--- config.mk ---
export PLATFORM = sky130hd
export DESIGN_NAME = base64_decoder_flat
export DESIGN_NICKNAME = d
export VERILOG_FILES = /design/src/rtl/b64d_pkg.sv /design/src/rtl/b64d_char_if.sv /design/src/rtl/b64d_byte_if.sv /design/src/rtl/base64_decoder.sv /design/src/rtl/b64d_front.sv /design/src/rtl/b64d_queue.sv /design/src/rtl/b64d_back.sv /design/src/flat_wrapper.sv
export VERILOG_INCLUDE_DIRS = /design/src /design/src/rtl
export SDC_FILE = /design/constraint.sdc
export NUM_CORES = 1
export LEC_CHECK = 0
export BUFFER_PORTS_ARGS = -buffer_cell sky130_fd_sc_hd__buf_4
export CAP_MARGIN = 20
export CORE_UTILIZATION = 40
export CTS_BUF_LIST = sky130_fd_sc_hd__clkbuf_16
export CTS_CLUSTER_SIZE = 20
export DETAILED_ROUTE_END_ITERATION = 8
export SKIP_LAST_GASP = 1
export SLEW_MARGIN = 10
export SYNTH_ARGS = -nofsm -noshare
export SYNTH_HDL_FRONTEND = slang
export SYNTH_SLANG_ARGS = --single-unit
--- constraint.sdc ---
create_clock -name clk -period 5.73 [get_ports clk]
set_input_delay 0.8595 -clock clk [delete_from_list [all_inputs] [get_ports clk]]
set_output_delay 0.8595 -clock clk [all_outputs]
set_load 0.005 [all_outputs]
--- src/rtl/base64_decoder_defines.svh ---
// Assertion macros shared by the base64 decoder RTL.
// Needs clk and rst_n in the scope where a macro is used.
`ifndef BASE64_DECODER_DEFINES_SVH
`define BASE64_DECODER_DEFINES_SVH

// condition holds at every edge out of reset
`define B64D_ASSERT_NOW(label, cond, msg) \
    label: assert property (@(posedge clk) disable iff (!rst_n) (cond)) else $error(msg);

// same-cycle implication
`define B64D_ASSERT_IMPLY(label, ante, cons, msg) \
    label: assert property (@(posedge clk) disable iff (!rst_n) (ante) |-> (cons)) \
        else $error(msg);

// next-cycle implication
`define B64D_ASSERT_NEXT(label, ante, cons, msg) \
    label: assert property (@(posedge clk) disable iff (!rst_n) (ante) |=> (cons)) \
        else $error(msg);

`endif

--- src/rtl/b64d_pkg.sv ---
// Package for the base64 decoder: character classes, queue command type,
// character decode function. No dependencies.
package b64d_pkg;

    localparam logic [7:0] CHAR_PAD   = 8'h3D;
    localparam logic [7:0] CHAR_SPACE = 8'h20;
    localparam logic [7:0] CHAR_TAB   = 8'h09;
    localparam logic [7:0] CHAR_LF    = 8'h0A;
    localparam logic [7:0] CHAR_CR    = 8'h0D;
    localparam logic [7:0] CHAR_PLUS  = 8'h2B;
    localparam logic [7:0] CHAR_SLASH = 8'h2F;
    localparam logic [5:0] SEXTET_PLUS  = 6'd62;
    localparam logic [5:0] SEXTET_SLASH = 6'd63;

    typedef enum logic [1:0] {
        CLS_DATA,
        CLS_PAD,
        CLS_SPACE,
        CLS_BAD
    } char_class_t;

    typedef struct packed {
        char_class_t cls;
        logic [5:0]  value;
    } sextet_t;

    // one queued request: up to three bytes, plus end-of-message marking
    typedef struct packed {
        logic [23:0] bits;
        logic [1:0]  nbytes;
        logic        eom;
        logic        err;
    } cmd_t;

    typedef struct packed {
        logic [7:0] byte_out;
        logic       byte_valid;
        logic       error_flag;
        logic       end_of_message;
    } result_t;

    function automatic sextet_t decode_char(input logic [7:0] c);
        sextet_t r;
        r.cls   = CLS_BAD;
        r.value = '0;
        if (c >= 8'h41 && c <= 8'h5A)
        begin
            r.cls   = CLS_DATA;
            r.value = 6'(c - 8'h41);
        end
        else if (c >= 8'h61 && c <= 8'h7A)
        begin
            r.cls   = CLS_DATA;
            r.value = 6'(c - 8'h61 + 8'd26);
        end
        else if (c >= 8'h30 && c <= 8'h39)
        begin
            r.cls   = CLS_DATA;
            r.value = 6'(c - 8'h30 + 8'd52);
        end
        else if (c == CHAR_PLUS)
        begin
            r.cls   = CLS_DATA;
            r.value = SEXTET_PLUS;
        end
        else if (c == CHAR_SLASH)
        begin
            r.cls   = CLS_DATA;
            r.value = SEXTET_SLASH;
        end
        else if (c == CHAR_PAD)
        begin
            r.cls = CLS_PAD;
        end
        else if (c == CHAR_SPACE || c == CHAR_TAB || c == CHAR_LF || c == CHAR_CR)
        begin
            r.cls = CLS_SPACE;
        end
        return r;
    endfunction

endpackage

--- src/rtl/b64d_char_if.sv ---
// Character channel of the base64 decoder: valid/ready plus one character.
// No dependencies.
interface b64d_char_if;
    logic       valid;
    logic       ready;
    logic [7:0] char_in;
    logic       last_in;

    modport source (output valid, output char_in, output last_in, input ready);
    modport sink   (input valid, input char_in, input last_in, output ready);
endinterface

--- src/rtl/b64d_byte_if.sv ---
// Byte channel of the base64 decoder: valid/ready plus one decoded result.
// No dependencies.
interface b64d_byte_if;
    logic       valid;
    logic       ready;
    logic [7:0] byte_out;
    logic       byte_valid;
    logic       error_flag;
    logic       end_of_message;

    modport source (output valid, output byte_out, output byte_valid,
                    output error_flag, output end_of_message, input ready);
    modport sink   (input valid, input byte_out, input byte_valid,
                    input error_flag, input end_of_message, output ready);
endinterface

--- src/rtl/base64_decoder.sv ---
// Streaming base64 text decoder, top level.
// Characters enter on char_stream (char_in, last_in) with a valid/ready
// handshake; one character is taken per cycle while the request queue has room.
// Space, tab, CR and LF are skipped; other characters that are not base64
// letters or '=' mark the message as bad. Four significant characters form a
// group that is held until the next significant character (three bytes out)
// or the end of the message (three bytes less one per trailing '=').
// Results leave on byte_stream, one per cycle, through an output register.
// The final result of a message has end_of_message set and carries
// error_flag; if nothing else is due it is a lone result with byte_valid 0.
// Each request is stored in the queue; its results leave through the output register.
// Throughput: one character per cycle while the queue has room, one result per
// cycle while byte_stream.ready is high; a group of four characters gives at most
// three results, so at the default QUEUE_DEPTH the queue never fills while ready is high.
// When the receiver stalls the output register holds and the queue fills,
// after which char_stream.ready drops. Reset clears all group state and
// empties the queue; there is no clearing pass.
// Depends on b64d_pkg, b64d_char_if, b64d_byte_if and the submodules.
module base64_decoder #(
    parameter int QUEUE_DEPTH = 4
) (
    input  logic        clk,
    input  logic        rst_n,
    b64d_char_if.sink   char_stream,
    b64d_byte_if.source byte_stream
);
    import b64d_pkg::*;

    logic push;
    logic pop;
    logic full;
    logic empty;
    cmd_t push_cmd;
    cmd_t head;

    b64d_front u_front (
        .clk         (clk),
        .rst_n       (rst_n),
        .char_stream (char_stream),
        .queue_full  (full),
        .push        (push),
        .push_cmd    (push_cmd)
    );

    b64d_queue #(
        .DEPTH (QUEUE_DEPTH)
    ) u_queue (
        .clk      (clk),
        .rst_n    (rst_n),
        .push     (push),
        .push_cmd (push_cmd),
        .pop      (pop),
        .head     (head),
        .full     (full),
        .empty    (empty)
    );

    b64d_back u_back (
        .clk         (clk),
        .rst_n       (rst_n),
        .head        (head),
        .empty       (empty),
        .pop         (pop),
        .byte_stream (byte_stream)
    );

endmodule

--- src/rtl/b64d_front.sv ---
// Front end: accepts characters, gathers groups, pushes release and end-of-message requests.
// Depends on b64d_pkg, b64d_char_if, base64_decoder_defines.svh.
`include "base64_decoder_defines.svh"

module b64d_front (
    input  logic            clk,
    input  logic            rst_n,
    b64d_char_if.sink       char_stream,
    input  logic            queue_full,
    output logic            push,
    output b64d_pkg::cmd_t  push_cmd
);
    import b64d_pkg::*;

    logic [23:0] group_bits_reg,  group_bits_next;
    logic [1:0]  group_count_reg, group_count_next;
    logic [1:0]  group_pads_reg,  group_pads_next;
    logic [23:0] held_bits_reg,   held_bits_next;
    logic [1:0]  held_pads_reg,   held_pads_next;
    logic        held_valid_reg,  held_valid_next;
    logic        failed_reg,      failed_next;

    sextet_t     sx;
    logic        accept;
    logic        signif;
    logic        release_held;
    logic [23:0] shifted;

    assign char_stream.ready = !queue_full;
    assign accept = char_stream.valid && !queue_full;
    assign sx     = decode_char(char_stream.char_in);
    assign signif = (sx.cls != CLS_SPACE) && !failed_reg;

    always_comb
    begin
        group_bits_next  = group_bits_reg;
        group_count_next = group_count_reg;
        group_pads_next  = group_pads_reg;
        held_bits_next   = held_bits_reg;
        held_pads_next   = held_pads_reg;
        held_valid_next  = held_valid_reg;
        failed_next      = failed_reg;
        release_held     = 1'b0;
        shifted          = {group_bits_reg[17:0], sx.value};
        push             = 1'b0;
        push_cmd         = '0;

        if (accept)
        begin
            if (signif && sx.cls == CLS_BAD)
            begin
                failed_next = 1'b1;
            end
            else if (signif)
            begin
                release_held    = held_valid_reg;
                held_valid_next = 1'b0;
                if (sx.cls == CLS_PAD)
                begin
                    if (group_pads_reg < 2'd2)
                        group_pads_next = group_pads_reg + 2'd1;
                end
                else
                begin
                    group_pads_next = '0;
                end
                group_bits_next  = shifted;
                group_count_next = group_count_reg + 2'd1;
                if (group_count_reg == 2'd3)
                begin
                    held_bits_next   = shifted;
                    held_pads_next   = group_pads_next;
                    held_valid_next  = 1'b1;
                    group_bits_next  = '0;
                    group_count_next = '0;
                    group_pads_next  = '0;
                end
            end

            push_cmd.eom = char_stream.last_in;
            push_cmd.err = failed_next;
            if (release_held)
            begin
                push_cmd.bits   = held_bits_reg;
                push_cmd.nbytes = 2'd3;
            end
            else if (char_stream.last_in && held_valid_next && !failed_next)
            begin
                push_cmd.bits   = held_bits_next;
                push_cmd.nbytes = 2'd3 - held_pads_next;
            end
            push = release_held || char_stream.last_in;

            if (char_stream.last_in)
            begin
                group_bits_next  = '0;
                group_count_next = '0;
                group_pads_next  = '0;
                held_bits_next   = '0;
                held_pads_next   = '0;
                held_valid_next  = 1'b0;
                failed_next      = 1'b0;
            end
        end
    end

    always_ff @(posedge clk or negedge rst_n)
    begin
        if (!rst_n)
        begin
            group_bits_reg  <= '0;
            group_count_reg <= '0;
            group_pads_reg  <= '0;
            held_bits_reg   <= '0;
            held_pads_reg   <= '0;
            held_valid_reg  <= 1'b0;
            failed_reg      <= 1'b0;
        end
        else
        begin
            group_bits_reg  <= group_bits_next;
            group_count_reg <= group_count_next;
            group_pads_reg  <= group_pads_next;
            held_bits_reg   <= held_bits_next;
            held_pads_reg   <= held_pads_next;
            held_valid_reg  <= held_valid_next;
            failed_reg      <= failed_next;
        end
    end

    // a held group is always followed by an empty gathering group
    `B64D_ASSERT_IMPLY(a_held_group_empty, held_valid_reg, group_count_reg == 2'd0,
        "held group with partial group behind it")
    `B64D_ASSERT_IMPLY(a_pads_need_chars, group_pads_reg != 2'd0, group_count_reg != 2'd0,
        "pad count without characters")

endmodule

--- src/rtl/b64d_queue.sv ---
// Short request queue between front and back end of the base64 decoder.
// Depends on b64d_pkg, base64_decoder_defines.svh.
`include "base64_decoder_defines.svh"

module b64d_queue #(
    parameter int DEPTH = 4
) (
    input  logic            clk,
    input  logic            rst_n,
    input  logic            push,
    input  b64d_pkg::cmd_t  push_cmd,
    input  logic            pop,
    output b64d_pkg::cmd_t  head,
    output logic            full,
    output logic            empty
);
    import b64d_pkg::*;

    localparam int AW = (DEPTH > 1) ? $clog2(DEPTH) : 1;
    localparam int CW = $clog2(DEPTH + 1);

    cmd_t          entries_reg [DEPTH];
    logic [AW-1:0] wr_ptr_reg, wr_ptr_next;
    logic [AW-1:0] rd_ptr_reg, rd_ptr_next;
    logic [CW-1:0] count_reg,  count_next;

    assign full  = (count_reg == CW'(DEPTH));
    assign empty = (count_reg == '0);
    assign head  = entries_reg[rd_ptr_reg];

    always_comb
    begin
        wr_ptr_next = wr_ptr_reg;
        rd_ptr_next = rd_ptr_reg;
        if (push)
            wr_ptr_next = (wr_ptr_reg == AW'(DEPTH - 1)) ? '0 : wr_ptr_reg + AW'(1);
        if (pop)
            rd_ptr_next = (rd_ptr_reg == AW'(DEPTH - 1)) ? '0 : rd_ptr_reg + AW'(1);
        case ({push, pop})
            2'b10:   count_next = count_reg + CW'(1);
            2'b01:   count_next = count_reg - CW'(1);
            default: count_next = count_reg;
        endcase
    end

    always_ff @(posedge clk or negedge rst_n)
    begin
        if (!rst_n)
        begin
            wr_ptr_reg <= '0;
            rd_ptr_reg <= '0;
            count_reg  <= '0;
        end
        else
        begin
            wr_ptr_reg <= wr_ptr_next;
            rd_ptr_reg <= rd_ptr_next;
            count_reg  <= count_next;
        end
    end

    always_ff @(posedge clk)
    begin
        if (push)
            entries_reg[wr_ptr_reg] <= push_cmd;
    end

    `B64D_ASSERT_NOW(a_count_bound, count_reg <= CW'(DEPTH), "queue count past depth")
    `B64D_ASSERT_NEXT(a_count_step, push && !pop, count_reg == $past(count_reg) + CW'(1),
        "queue count missed a push")

endmodule

--- src/rtl/b64d_back.sv ---
// Back end: splits queued requests into bytes behind an output register.
// Depends on b64d_pkg, b64d_byte_if, base64_decoder_defines.svh.
`include "base64_decoder_defines.svh"

module b64d_back (
    input  logic            clk,
    input  logic            rst_n,
    input  b64d_pkg::cmd_t  head,
    input  logic            empty,
    output logic            pop,
    b64d_byte_if.source     byte_stream
);
    import b64d_pkg::*;

    logic [1:0] idx_reg,       idx_next;
    logic       out_valid_reg, out_valid_next;
    result_t    out_reg,       out_next;
    logic       load;
    logic       final_piece;
    logic [7:0] sel_byte;

    assign load        = !out_valid_reg || byte_stream.ready;
    assign final_piece = (head.nbytes == 2'd0) || (idx_reg == head.nbytes - 2'd1);

    always_comb
    begin
        case (idx_reg)
            2'd0:    sel_byte = head.bits[23:16];
            2'd1:    sel_byte = head.bits[15:8];
            default: sel_byte = head.bits[7:0];
        endcase
    end

    always_comb
    begin
        idx_next       = idx_reg;
        out_valid_next = out_valid_reg;
        out_next       = out_reg;
        pop            = 1'b0;
        if (load)
        begin
            out_valid_next = !empty;
            if (!empty)
            begin
                out_next.byte_valid     = (head.nbytes != 2'd0);
                out_next.byte_out       = (head.nbytes != 2'd0) ? sel_byte : 8'h00;
                out_next.end_of_message = head.eom && final_piece;
                out_next.error_flag     = head.eom && final_piece && head.err;
                if (final_piece)
                begin
                    pop      = 1'b1;
                    idx_next = '0;
                end
                else
                begin
                    idx_next = idx_reg + 2'd1;
                end
            end
        end
    end

    always_ff @(posedge clk or negedge rst_n)
    begin
        if (!rst_n)
        begin
            idx_reg       <= '0;
            out_valid_reg <= 1'b0;
        end
        else
        begin
            idx_reg       <= idx_next;
            out_valid_reg <= out_valid_next;
        end
    end

    always_ff @(posedge clk)
    begin
        out_reg <= out_next;
    end

    assign byte_stream.valid          = out_valid_reg;
    assign byte_stream.byte_out       = out_reg.byte_out;
    assign byte_stream.byte_valid     = out_reg.byte_valid;
    assign byte_stream.error_flag     = out_reg.error_flag;
    assign byte_stream.end_of_message = out_reg.end_of_message;

    // a part-sent request stays at the head of the queue
    `B64D_ASSERT_IMPLY(a_idx_in_request, idx_reg != 2'd0,
        !empty && idx_reg < head.nbytes, "byte index outside queued request")

endmodule
--- src/flat_wrapper.sv ---
// flat-port wrapper written by rule: the top's interface ports become plain ports
module base64_decoder_flat import b64d_pkg::*;
#(
    parameter int QUEUE_DEPTH = 4
)
  (clk, rst_n, char_stream_valid, char_stream_char_in, char_stream_last_in, char_stream_ready, byte_stream_valid, byte_stream_byte_out, byte_stream_byte_valid, byte_stream_error_flag, byte_stream_end_of_message, byte_stream_ready);
  b64d_char_if char_stream_i ();
  b64d_byte_if byte_stream_i ();
  input  logic clk;
  input  logic rst_n;
  input wire logic [$bits(char_stream_i.valid)-1:0] char_stream_valid;
  input wire logic [$bits(char_stream_i.char_in)-1:0] char_stream_char_in;
  input wire logic [$bits(char_stream_i.last_in)-1:0] char_stream_last_in;
  output wire logic [$bits(char_stream_i.ready)-1:0] char_stream_ready;
  output wire logic [$bits(byte_stream_i.valid)-1:0] byte_stream_valid;
  output wire logic [$bits(byte_stream_i.byte_out)-1:0] byte_stream_byte_out;
  output wire logic [$bits(byte_stream_i.byte_valid)-1:0] byte_stream_byte_valid;
  output wire logic [$bits(byte_stream_i.error_flag)-1:0] byte_stream_error_flag;
  output wire logic [$bits(byte_stream_i.end_of_message)-1:0] byte_stream_end_of_message;
  input wire logic [$bits(byte_stream_i.ready)-1:0] byte_stream_ready;
  assign char_stream_i.valid = char_stream_valid;
  assign char_stream_i.char_in = char_stream_char_in;
  assign char_stream_i.last_in = char_stream_last_in;
  assign char_stream_ready = char_stream_i.ready;
  assign byte_stream_valid = byte_stream_i.valid;
  assign byte_stream_byte_out = byte_stream_i.byte_out;
  assign byte_stream_byte_valid = byte_stream_i.byte_valid;
  assign byte_stream_error_flag = byte_stream_i.error_flag;
  assign byte_stream_end_of_message = byte_stream_i.end_of_message;
  assign byte_stream_i.ready = byte_stream_ready;
  base64_decoder #(.QUEUE_DEPTH(QUEUE_DEPTH)) u_core (.clk(clk), .rst_n(rst_n), .char_stream(char_stream_i), .byte_stream(byte_stream_i));
endmodule
==> flow_summary.json, run 1 <==
{
  "worstReg2RegEnd": "u_core.u_queue.count_reg[2]",
  "detail_route.wirelength_um": 16800,
  "design.final.nets": 606,
  "clock_transition_at_the_registers_of_the_reported_paths_ps": 60,
  "min_from": "u_core.u_front.held_pads_reg[0]",
  "h-tree-depth": 4,
  "power.share.combinational": 0.272,
  "finalHoldViolCount": 0,
  "postLayoutSetupSlackWorst_ps": 1880,
  "run_status": "complete, no violations",
  "fill_cells": 1709,
  "top_cell_type_by_total_area_after_synthesis": "edfxtp_1",
  "layout_min_cycle_time_ps": 3850,
  "worstReg2RegStart": "u_core.u_queue.rd_ptr_reg[0]",
  "cts.sinks": 183,
  "synth.yosys.warnings": 0,
  "design.portCount": 26,
  "dr.first_iter.drc_count": 447,
  "dp_cells": 816,
  "timing.max_cap.violations": 0,
  "finalSetupViolCount": 0,
  "setup.reg_to_reg.worst_slack_ps": 1880,
  "synthDominantCellAreaShare": 0.452,
  "hold-path-endpoint": "u_core.u_front.held_pads_reg[0]",
  "share_seq_of_total_power": 0.450,
  "mappedNetlistArea_um2": 8170,
  "detailed_place_hpwl_um": 10800,
  "dp_worst_setup_slack_ps": 1670,
  "clock.fmax_mhz": 260,
  "critical_path_peak_fanout": 29,
  "min_path_cells": 1,
  "yosys-mux-area-fraction": 0.0813,
  "fraction_of_the_mapped_netlist_area_in_adder_cells": 0.0346,
  "cts_tree": "built",
  "dominant_combinational_cell_family_by_area_after_synthesis": "compound AO/OA/AOI/OAI gates",
  "total_leakage_power_nw": 3.37,
  "overflow": 0,
  "first_pass_grt_wire_length_um": 26900,
  "post_route_cells_drive_above_1_share": 0.211,
  "p_sw_mw": 1.14,
  "clk_latency_ps": 420,
  "netSwitchingFraction": 0.299,
  "vias_per_instance": 5.53,
  "synth_fp_nets": 583,
  "critPathLaunchType": "register",
  "length_of_the_first_detailed_routing_pass_in_iterations": 5,
  "holdBufCountCts": 0,
  "design.core.area_um2": 19700,
  "synth.yosys.seq_area_share": 0.636,
  "finalSetupTns_ps": 0,
  "finalMaxSlewViolations": 0,
  "die_h_um": 145,
  "min_period_over_period": 0.672,
  "postSynthRegisterBits": 183,
  "relSlewSlack": 0.392,
  "synth-edff-count": 123,
  "grt_setup_unrepaired": "no",
  "synth-compound-area-share": 0.136,
  "post_layout_nonfiller_instances": 849,
  "critical_path_arrival_ps": 4200,
  "hold_class": "register to register",
  "crit_path_end_kind": "register",
  "power_density_nw_per_um2": 418,
  "postCtsResizedCells": 0,
  "tightestPinTransition_ps": 913,
  "pin_count_of_the_biggest_net_entering_global_routing": 61,
  "antenna_cells_inserted": 0,
  "number_of_i_o_port_buffers": 25,
  "die-width_um": 145,
  "synth_xor_area_frac": 0.00857,
  "power.total_mw": 3.83,
  "largest_register_ff_count": 112,
  "cts-root-to-sink-buffers": 2,
  "ys_async_sr_fraction": 0.328,
  "row_count": 51,
  "synthToLayoutAreaGrowth_pct": 12.1,
  "routedWlPerCell_um": 19.8,
  "r2r.worst_path.cells": 14,
  "floorplan.initialDensity": 0.414,
  "pwr-share-clk": 0.278,
  "first_global_vias": 4795,
  "skew_ps": 7.41,
  "routabilityCongestion": 0.857,
  "tritoncts.num_buffers": 17,
  "power_report.internal_total_mw": 2.69,
  "number_of_buffers_added_for_setup_after_cts": 0,
  "avgSynthCellArea_um2": 14.9,
  "ys.flop_type": "edfxtp_1",
  "holdWs_ps": 489,
  "syn-instance-count": 548,
  "synth.distinct_cells": 72,
  "required_time_reported_for_the_critical_path_endpoint_ps": 6080,
  "num_vias": 4698,
  "synthSimpleGateAreaFrac": 0.0735,
  "synthTopCellsByArea": "edfxtp_1 45%, dfrtp_1 18%, mux4_2 7.7%",
  "antenna_found_initial": 0,
  "cts_root_buf": "clkbuf_16",
  "fp.dieArea_um2": 21000,
  "grt_usage": 0.167,
  "drt.antenna.violating_nets": 0,
  "route.detailed.drc": 0,
  "ir_drop_worst_case_vdd_mv": 0.153,
  "timing_worst_setup_path_type": "register to register"
}
[cell usage after synthesis (3+ instances only)]
cell / n
buf_1: 5
inv_1: 23
a22oi_1: 8
o21ai_0: 23
and2_1: 4
nor3_1: 8
ha_1: 21
edfxtp_1: 123
a21oi_1: 21
buf_6: 4
nand3_1: 7
buf_2: 11
nand3b_1: 4
dfrtp_1: 60
o21a_1: 4
o2bb2ai_1: 10
nor2_1: 10
a22o_1: 39
xnor2_1: 6
nand2_1: 45
mux4_2: 28
a221oi_1: 4
mux2_2: 3
and3_1: 3
nor2b_1: 5
nand4_1: 4
clkbuf_1: 9
[power groups by stage]
stage / Clock, mW / Sequential (mW) / Combinational (mW)
after floorplan: 0 / 1.73 / 0.733
after global placement: 0 / 1.74 / 1.04
after detailed placement: 0 / 1.75 / 1.05
after CTS: 1.08 / 1.73 / 1.06
after global routing: 1.13 / 1.74 / 1.16
final: 1.07 / 1.72 / 1.04
[cell usage in the layout (no fill, tap or decap), drive strengths merged, types with 5 or more instances in the layout]
cell type,count
mux4,28
nor3,8
ha,21
edfxtp,123
dfrtp,60
o2bb2ai,10
xnor2,6
nor2,10
o21ai,25
nand4,5
inv,25
a22o,41
nor2b,5
a21oi,23
a22oi,8
buf,34
nand2,46
clkbuf,17
nand3,7
clkinv,8
[cells by family (layout without fill, tap and decap cells)]
group                      Yosys count  count (layout)
DFF                                183             183
and+or+nand+nor                    111             111
adders and majority gates           22              22
xor gates and xnor gates             8               8
buffers and inverters               53              89
AOI/OAI and AO/OA                  140             140
muxes                               31              31
[worst max-delay path: stages (launching register included)]
cell	delay (ps)
dfrtp_2	400
buf_4	490
mux4_2	600
inv_1	70
ha_1	230
xnor2_1	120
o21ai_0	460
nand2_1	200
inv_1	130
ha_1	190
inv_1	60
fa_1	370
xor2_1	150
nor2_1	130
xor2_1	150
[worst max-delay path by stage]
stage	depth (start not counted)	startpoint	endpoint	slack (ps)
2_1_floorplan	10	char_stream_char_in[2]	u_core.u_queue.entries_reg[0][0]	1540
3_3_place_gp	9	char_stream_char_in[2]	u_core.u_queue.entries_reg[0][19]	1720
3_5_place_dp	9	char_stream_char_in[2]	u_core.u_queue.entries_reg[0][19]	1670
4_1_cts	14	u_core.u_queue.rd_ptr_reg[0]	u_core.u_queue.count_reg[2]	1790
5_1_grt	14	u_core.u_queue.rd_ptr_reg[0]	u_core.u_queue.count_reg[2]	1530
6_report	14	u_core.u_queue.rd_ptr_reg[0]	u_core.u_queue.count_reg[2]	1880
[layout make-up]
type	instances	area, um2	area share
Clock inverter	15	116	0.0127
Timing Repair Buffer	34	263	0.0287
Inverter	23	86.3	0.00942
Multi-Input combinational cell	312	2740	0.299
Sequential cell	183	5200	0.567
Tap cell	265	332	0.0362
Clock buffer	17	425	0.0464
[per-stage QoR]
stage	area, um2	utilization
final	9160	0.465
after global routing	9160	0.465
after CTS	9150	0.464
after detailed placement	8610	0.436
after global placement	8610	0.436
after floorplan	8170	-
[per-layer routing]
metal	vias to the layer above	wire length (um)	track usage
met2	104	8480	0.286
met4	0	232	0.0601
met5	-	0	0
met3	15	511	0.0242
li1	2180	-	-
met1	2399	7570	0.217
Note: power is estimated with default switching activity, not from simulation.
==> run 2, diff against run 1 <==
Clock period 5.73 ns to 3.6 ns, I/O delays scaled along.
==> flow_summary.json, run 2 (same netlist as run 1, synthesis figures left out) <==
{
  "run_status": "complete, no violations",
  "p_sw_mw": 1.82,
  "finalMaxSlewViolations": 0,
  "number_of_buffers_added_for_setup_after_cts": 0,
  "cts_root_buf": "clkbuf_16",
  "first_pass_grt_wire_length_um": 26300,
  "postCtsResizedCells": 0,
  "detail_route.wirelength_um": 16100,
  "dominant_delay_contributor_by_cell_family_on_the_critical_path": "adder cells",
  "number_of_i_o_port_buffers": 25,
  "post_route_cells_drive_above_1_share": 0.221,
  "die-width_um": 145,
  "power_report.internal_total_mw": 4.46,
  "critical_path_buffers_and_inverters": 3,
  "critical-path-top-cell-by-count": "inv_1",
  "clock.fmax_mhz": 325,
  "crit_path_end_kind": "register",
  "synthToLayoutAreaGrowth_pct": 14.0,
  "share_seq_of_total_power": 0.436,
  "finalHoldViolCount": 0,
  "grtUsageMet1": 0.212,
  "power.share.combinational": 0.271,
  "routabilityCongestion": 0.864,
  "drt.antenna.violating_nets": 0,
  "critPathLaunchType": "register",
  "h-tree-depth": 4,
  "routedWlPerCell_um": 18.8,
  "holdWs_ps": 206,
  "tightestPinTransition_ps": 896,
  "timing.max_cap.violations": 0,
  "most-common-layout-cells": "123 x edfxtp_1, 59 x dfrtp_1, 45 x nand2_1",
  "power.total_mw": 6.28,
  "crit_path_top_delay_cell": "mux4_2",
  "grt_usage": 0.163,
  "pin_count_of_the_biggest_net_entering_global_routing": 61,
  "post_layout_nonfiller_instances": 857,
  "clk_latency_ps": 430,
  "row_count": 51,
  "num_vias": 4791,
  "timing_worst_setup_path_type": "register to register",
  "dp_cells": 825,
  "overflow": 0,
  "cts.sinks": 183,
  "path_cells": "mux4_2 > inv_1 > ha_1 > xnor2_1 > o21ai_0 > nand2_1 > inv_1 > ha_1 > inv_1 > fa_1 > xor2_1 > nor2_1 > xor2_1",
  "fp.dieArea_um2": 21000,
  "power_density_nw_per_um2": 674,
  "skew_ps": 10.5,
  "hold_class": "input port to asynchronous set/reset pin",
  "floorplan.initialDensity": 0.414,
  "netSwitchingFraction": 0.290,
  "grt_setup_unrepaired": "no",
  "finalSetupTns_ps": 0,
  "design.final.nets": 614,
  "design.core.area_um2": 19700,
  "clock_transition_at_the_registers_of_the_reported_paths_ps": 60,
  "length_of_the_first_detailed_routing_pass_in_iterations": 5,
  "antenna_cells_inserted": 0,
  "critical_path_arrival_ps": 3430,
  "layout_commonest_cell": "edfxtp_1",
  "dr.first_iter.drc_count": 472,
  "cts-root-to-sink-buffers": 2,
  "largest_register_ff_count": 112,
  "detailed_place_hpwl_um": 10500,
  "die_h_um": 145,
  "busiest_grt_layer": "met2",
  "design.portCount": 26,
  "cp_slowest_stage_delay_ps": 540,
  "total_leakage_power_nw": 3.44,
  "vias_per_instance": 5.59,
  "tritoncts.num_buffers": 17,
  "ir_drop_worst_case_vdd_mv": 0.329,
  "cts_tree": "built",
  "antenna_found_initial": 0,
  "layout_min_cycle_time_ps": 3080,
  "fill_cells": 1707,
  "holdBufCountCts": 0,
  "use_met2": 0.269,
  "route.detailed.drc": 0,
  "critical_path_peak_fanout": 4,
  "finalSetupViolCount": 0,
  "first_global_vias": 4774,
  "relSlewSlack": 0.400,
  "min_period_over_period": 0.855,
  "required_time_reported_for_the_critical_path_endpoint_ps": 3950,
  "pwr-share-clk": 0.293,
  "use_met3": 0.0343
}
-- run 2: changes by cell type in the layout (fill, tap and decap cells not counted) --
cell / previous run / this run
buf_4: 33 / 38
buf_12: 0 / 4
bufinv_16: 1 / 3
clkinv_2: 3 / 1
buf_8: 1 / 0
clkinv_1: 2 / 1
inv_1: 25 / 26
-- run 2: final cells by class --
class | instances | area, um2 | area share
Tap cell | 265 | 332 | 0.0356
Clock inverter | 15 | 166 | 0.0179
Sequential cell | 183 | 5200 | 0.558
Multi-Input combinational cell | 312 | 2740 | 0.295
Timing Repair Buffer | 42 | 365 | 0.0392
Clock buffer | 17 | 425 | 0.0457
Inverter | 23 | 86.3 | 0.00927
-- run 2: metal layers --
layer | vias up | part of all wire
li1 | 2202 | -
met1 | 2462 | 0.45
met2 | 103 | 0.50
met3 | 24 | 0.034
met4 | 0 | 0.016
met5 | - | 0
-- run 2: stage by stage --
stage / instance area [um2] / util / worst slack (ps)
6_report: 9320 / 0.472 / 523
5_1_grt: 9320 / 0.472 / 229
4_1_cts: 9320 / 0.472 / 492
3_5_place_dp: 8720 / 0.442 / 255
3_3_place_gp: 8720 / 0.442 / 363
2_1_floorplan: 8170 / - / -271
-- run 2: final timing paths --
kind / startpoint / to / slack [ps] / cells past startpoint
worst max-delay path: u_core.u_queue.rd_ptr_reg[0] / u_core.u_queue.count_reg[2] / 520 / 13
worst max register to register: u_core.u_queue.rd_ptr_reg[0] / u_core.u_queue.count_reg[2] / 520 / 13
worst min-delay path: rst_n / u_core.u_front.group_bits_reg[9] / 210 / 1
min in group clk: byte_stream_ready / u_core.u_back.byte_stream.valid / 360 / 4
worst min register to register: u_core.u_queue.count_reg[2] / u_core.u_queue.count_reg[2] / 490 / 1
max in group asynchronous: rst_n / u_core.u_queue.rd_ptr_reg[0] / 2800 / 1
-- run 2: power groups by stage --
stage	Clock, mW	Sequential, mW	Combinational (mW)
final	1.84	2.74	1.70
after global routing	1.95	2.77	1.88
after floorplan	0	2.75	1.17
after CTS	1.88	2.74	1.73
after detailed placement	0	2.78	1.73
after global placement	0	2.77	1.71
==> run 3, diff against run 2 <==
Settings changed: CORE_UTILIZATION 40 to 55, CTS_CLUSTER_SIZE 20 to 16, PLACE_DENSITY set to 0.72.
==> flow_summary.json, run 3 (same netlist as run 1, synthesis figures left out) <==
{
  "run_status": "complete, but fails checks",
  "violations": "design-rule violations",
  "crit_path_end_kind": "register",
  "largest_register_ff_count": 112,
  "grt_setup_unrepaired": "no",
  "layout_min_cycle_time_ps": 3200,
  "ir_drop_worst_case_vdd_mv": 0.389,
  "number_of_i_o_port_buffers": 25,
  "row_count": 44,
  "first_global_vias": 4892,
  "postCtsResizedCells": 0,
  "cts_root_buf": "clkbuf_16",
  "power.total_mw": 6.13,
  "setup.reg_to_reg.worst_slack_ps": 400,
  "power.share.combinational": 0.278,
  "detailed_place_hpwl_um": 10600,
  "design.core.area_um2": 14500,
  "power_report.internal_total_mw": 4.27,
  "clock_transition_at_the_registers_of_the_reported_paths_ps": 60,
  "die_h_um": 124,
  "h-tree-depth": 4,
  "clk_latency_ps": 440,
  "cts-root-to-sink-buffers": 2,
  "finalHoldViolCount": 0,
  "grtUsageMet1": 0.304,
  "share_seq_of_total_power": 0.450,
  "post_route_cells_drive_above_1_share": 0.228,
  "pwr-share-clk": 0.272,
  "first_pass_grt_wire_length_um": 25600,
  "total_leakage_power_nw": 3.43,
  "busiest_grt_layer": "met2",
  "route.detailed.drc": 1,
  "use_met3": 0.0462,
  "tritoncts.num_buffers": 17,
  "finalMaxSlewViolations": 0,
  "drt.antenna.violating_nets": 0,
  "routabilityCongestion": 0.960,
  "routedWlPerCell_um": 20.7,
  "finalSetupViolCount": 0,
  "worstReg2RegEnd": "u_core.u_queue.count_reg[2]",
  "num_vias": 4880,
  "critPathLaunchType": "register",
  "grt_usage": 0.231,
  "cts.sinks": 183,
  "netSwitchingFraction": 0.304,
  "die-width_um": 124,
  "hold_class": "input port to asynchronous set/reset pin",
  "postLayoutSetupSlackWorst_ps": 399,
  "design.final.nets": 615,
  "worstReg2RegStart": "u_core.u_queue.rd_ptr_reg[0]",
  "vias_per_instance": 6.28,
  "required_time_reported_for_the_critical_path_endpoint_ps": 3960,
  "critical_path_arrival_ps": 3560,
  "number_of_buffers_added_for_setup_after_cts": 0,
  "pin_count_of_the_biggest_net_entering_global_routing": 61,
  "relSlewSlack": 0.423,
  "p_sw_mw": 1.86,
  "floorplan.initialDensity": 0.562,
  "detail_route.wirelength_um": 16100,
  "use_met2": 0.379,
  "skew_ps": 11.4,
  "min_period_over_period": 0.889,
  "crit_end": "u_core.u_queue.count_reg[2]",
  "tightestPinTransition_ps": 863,
  "antenna_cells_inserted": 0,
  "antenna_found_initial": 0,
  "timing_worst_setup_path_type": "register to register",
  "fp.dieArea_um2": 15300,
  "synthToLayoutAreaGrowth_pct": 12.2,
  "critical_path_peak_fanout": 7,
  "design.portCount": 26,
  "power_density_nw_per_um2": 669,
  "overflow": 0,
  "most-common-layout-cells": "123 x edfxtp_1, 59 x dfrtp_1, 45 x nand2_1",
  "dr.first_iter.drc_count": 525,
  "cts_tree": "built",
  "holdBufCountCts": 0,
  "layout_commonest_cell": "edfxtp_1",
  "dp_worst_setup_slack_ps": 276,
  "clock.fmax_mhz": 312,
  "fill_cells": 1068,
  "worstSetupStartpoint": "u_core.u_queue.rd_ptr_reg[0]",
  "r2r.worst_path.cells": 13,
  "length_of_the_first_detailed_routing_pass_in_iterations": 7,
  "timing.max_cap.violations": 0
}
-- run 3: critical path, cell delays in order (launching register included) --
cell     delay, ps
dfrtp_2        510
mux4_2         570
inv_1           70
ha_1           230
xnor2_1        120
o21ai_0        240
nand2_1        160
inv_1          150
ha_1           210
inv_1           70
fa_1           370
xor2_1         150
nor2_1         110
xor2_1         150
-- run 3: layout make-up --
| class | instances | area [um2] | area share |
|---|---|---|---|
| Clock buffer | 17 | 425 | 0.0464 |
| Multi-Input combinational cell | 312 | 2740 | 0.299 |
| Clock inverter | 15 | 105 | 0.0115 |
| Inverter | 23 | 86.3 | 0.00941 |
| Timing Repair Buffer | 43 | 385 | 0.0420 |
| Tap cell | 184 | 230 | 0.0251 |
| Sequential cell | 183 | 5200 | 0.566 |
-- run 3: worst min path at each step --
stage,endpoint,startpoint,slack (ps),depth (start not counted)
final,u_core.u_back.idx_reg[0],rst_n,180,1
after global routing,u_core.u_back.idx_reg[0],rst_n,250,1
after CTS,u_core.u_front.held_bits_reg[22],rst_n,230,1
after detailed placement,u_core.u_front.held_bits_reg[0],u_core.u_front.held_bits_reg[0],480,1
after global placement,u_core.u_front.held_bits_reg[5],u_core.u_front.held_bits_reg[5],470,1
after floorplan,u_core.u_back.byte_stream.valid,rst_n,240,0
-- run 3: per-layer routing --
metal | vias up | wire length (um)
met3 | 26 | 776
met5 | - | 0
met1 | 2492 | 6910
li1 | 2207 | -
met4 | 0 | 323
met2 | 155 | 8100
-- run 3: metrics by stage --
step | cells | setup TNS, ps | hold WS, ps | cell area (um2) | util
2_1_floorplan | 548 | -30400 | 244 | 8170 | -
3_3_place_gp | 745 | 0 | 471 | 8640 | 0.595
3_5_place_dp | 745 | 0 | 478 | 8640 | 0.595
4_1_cts | 777 | 0 | 231 | 9170 | 0.631
5_1_grt | 777 | 0 | 252 | 9170 | 0.631
6_report | 777 | 0 | 184 | 9170 | 0.631
-- run 3: power by group through the flow --
stage / combinational [mW] / clock [mW] / sequential [mW]
global route: 1.88 / 1.77 / 2.79
finish: 1.70 / 1.67 / 2.76
CTS: 1.73 / 1.69 / 2.77
global placement: 1.66 / 0 / 2.78
floorplan: 1.17 / 0 / 2.75
detailed placement: 1.71 / 0 / 2.80
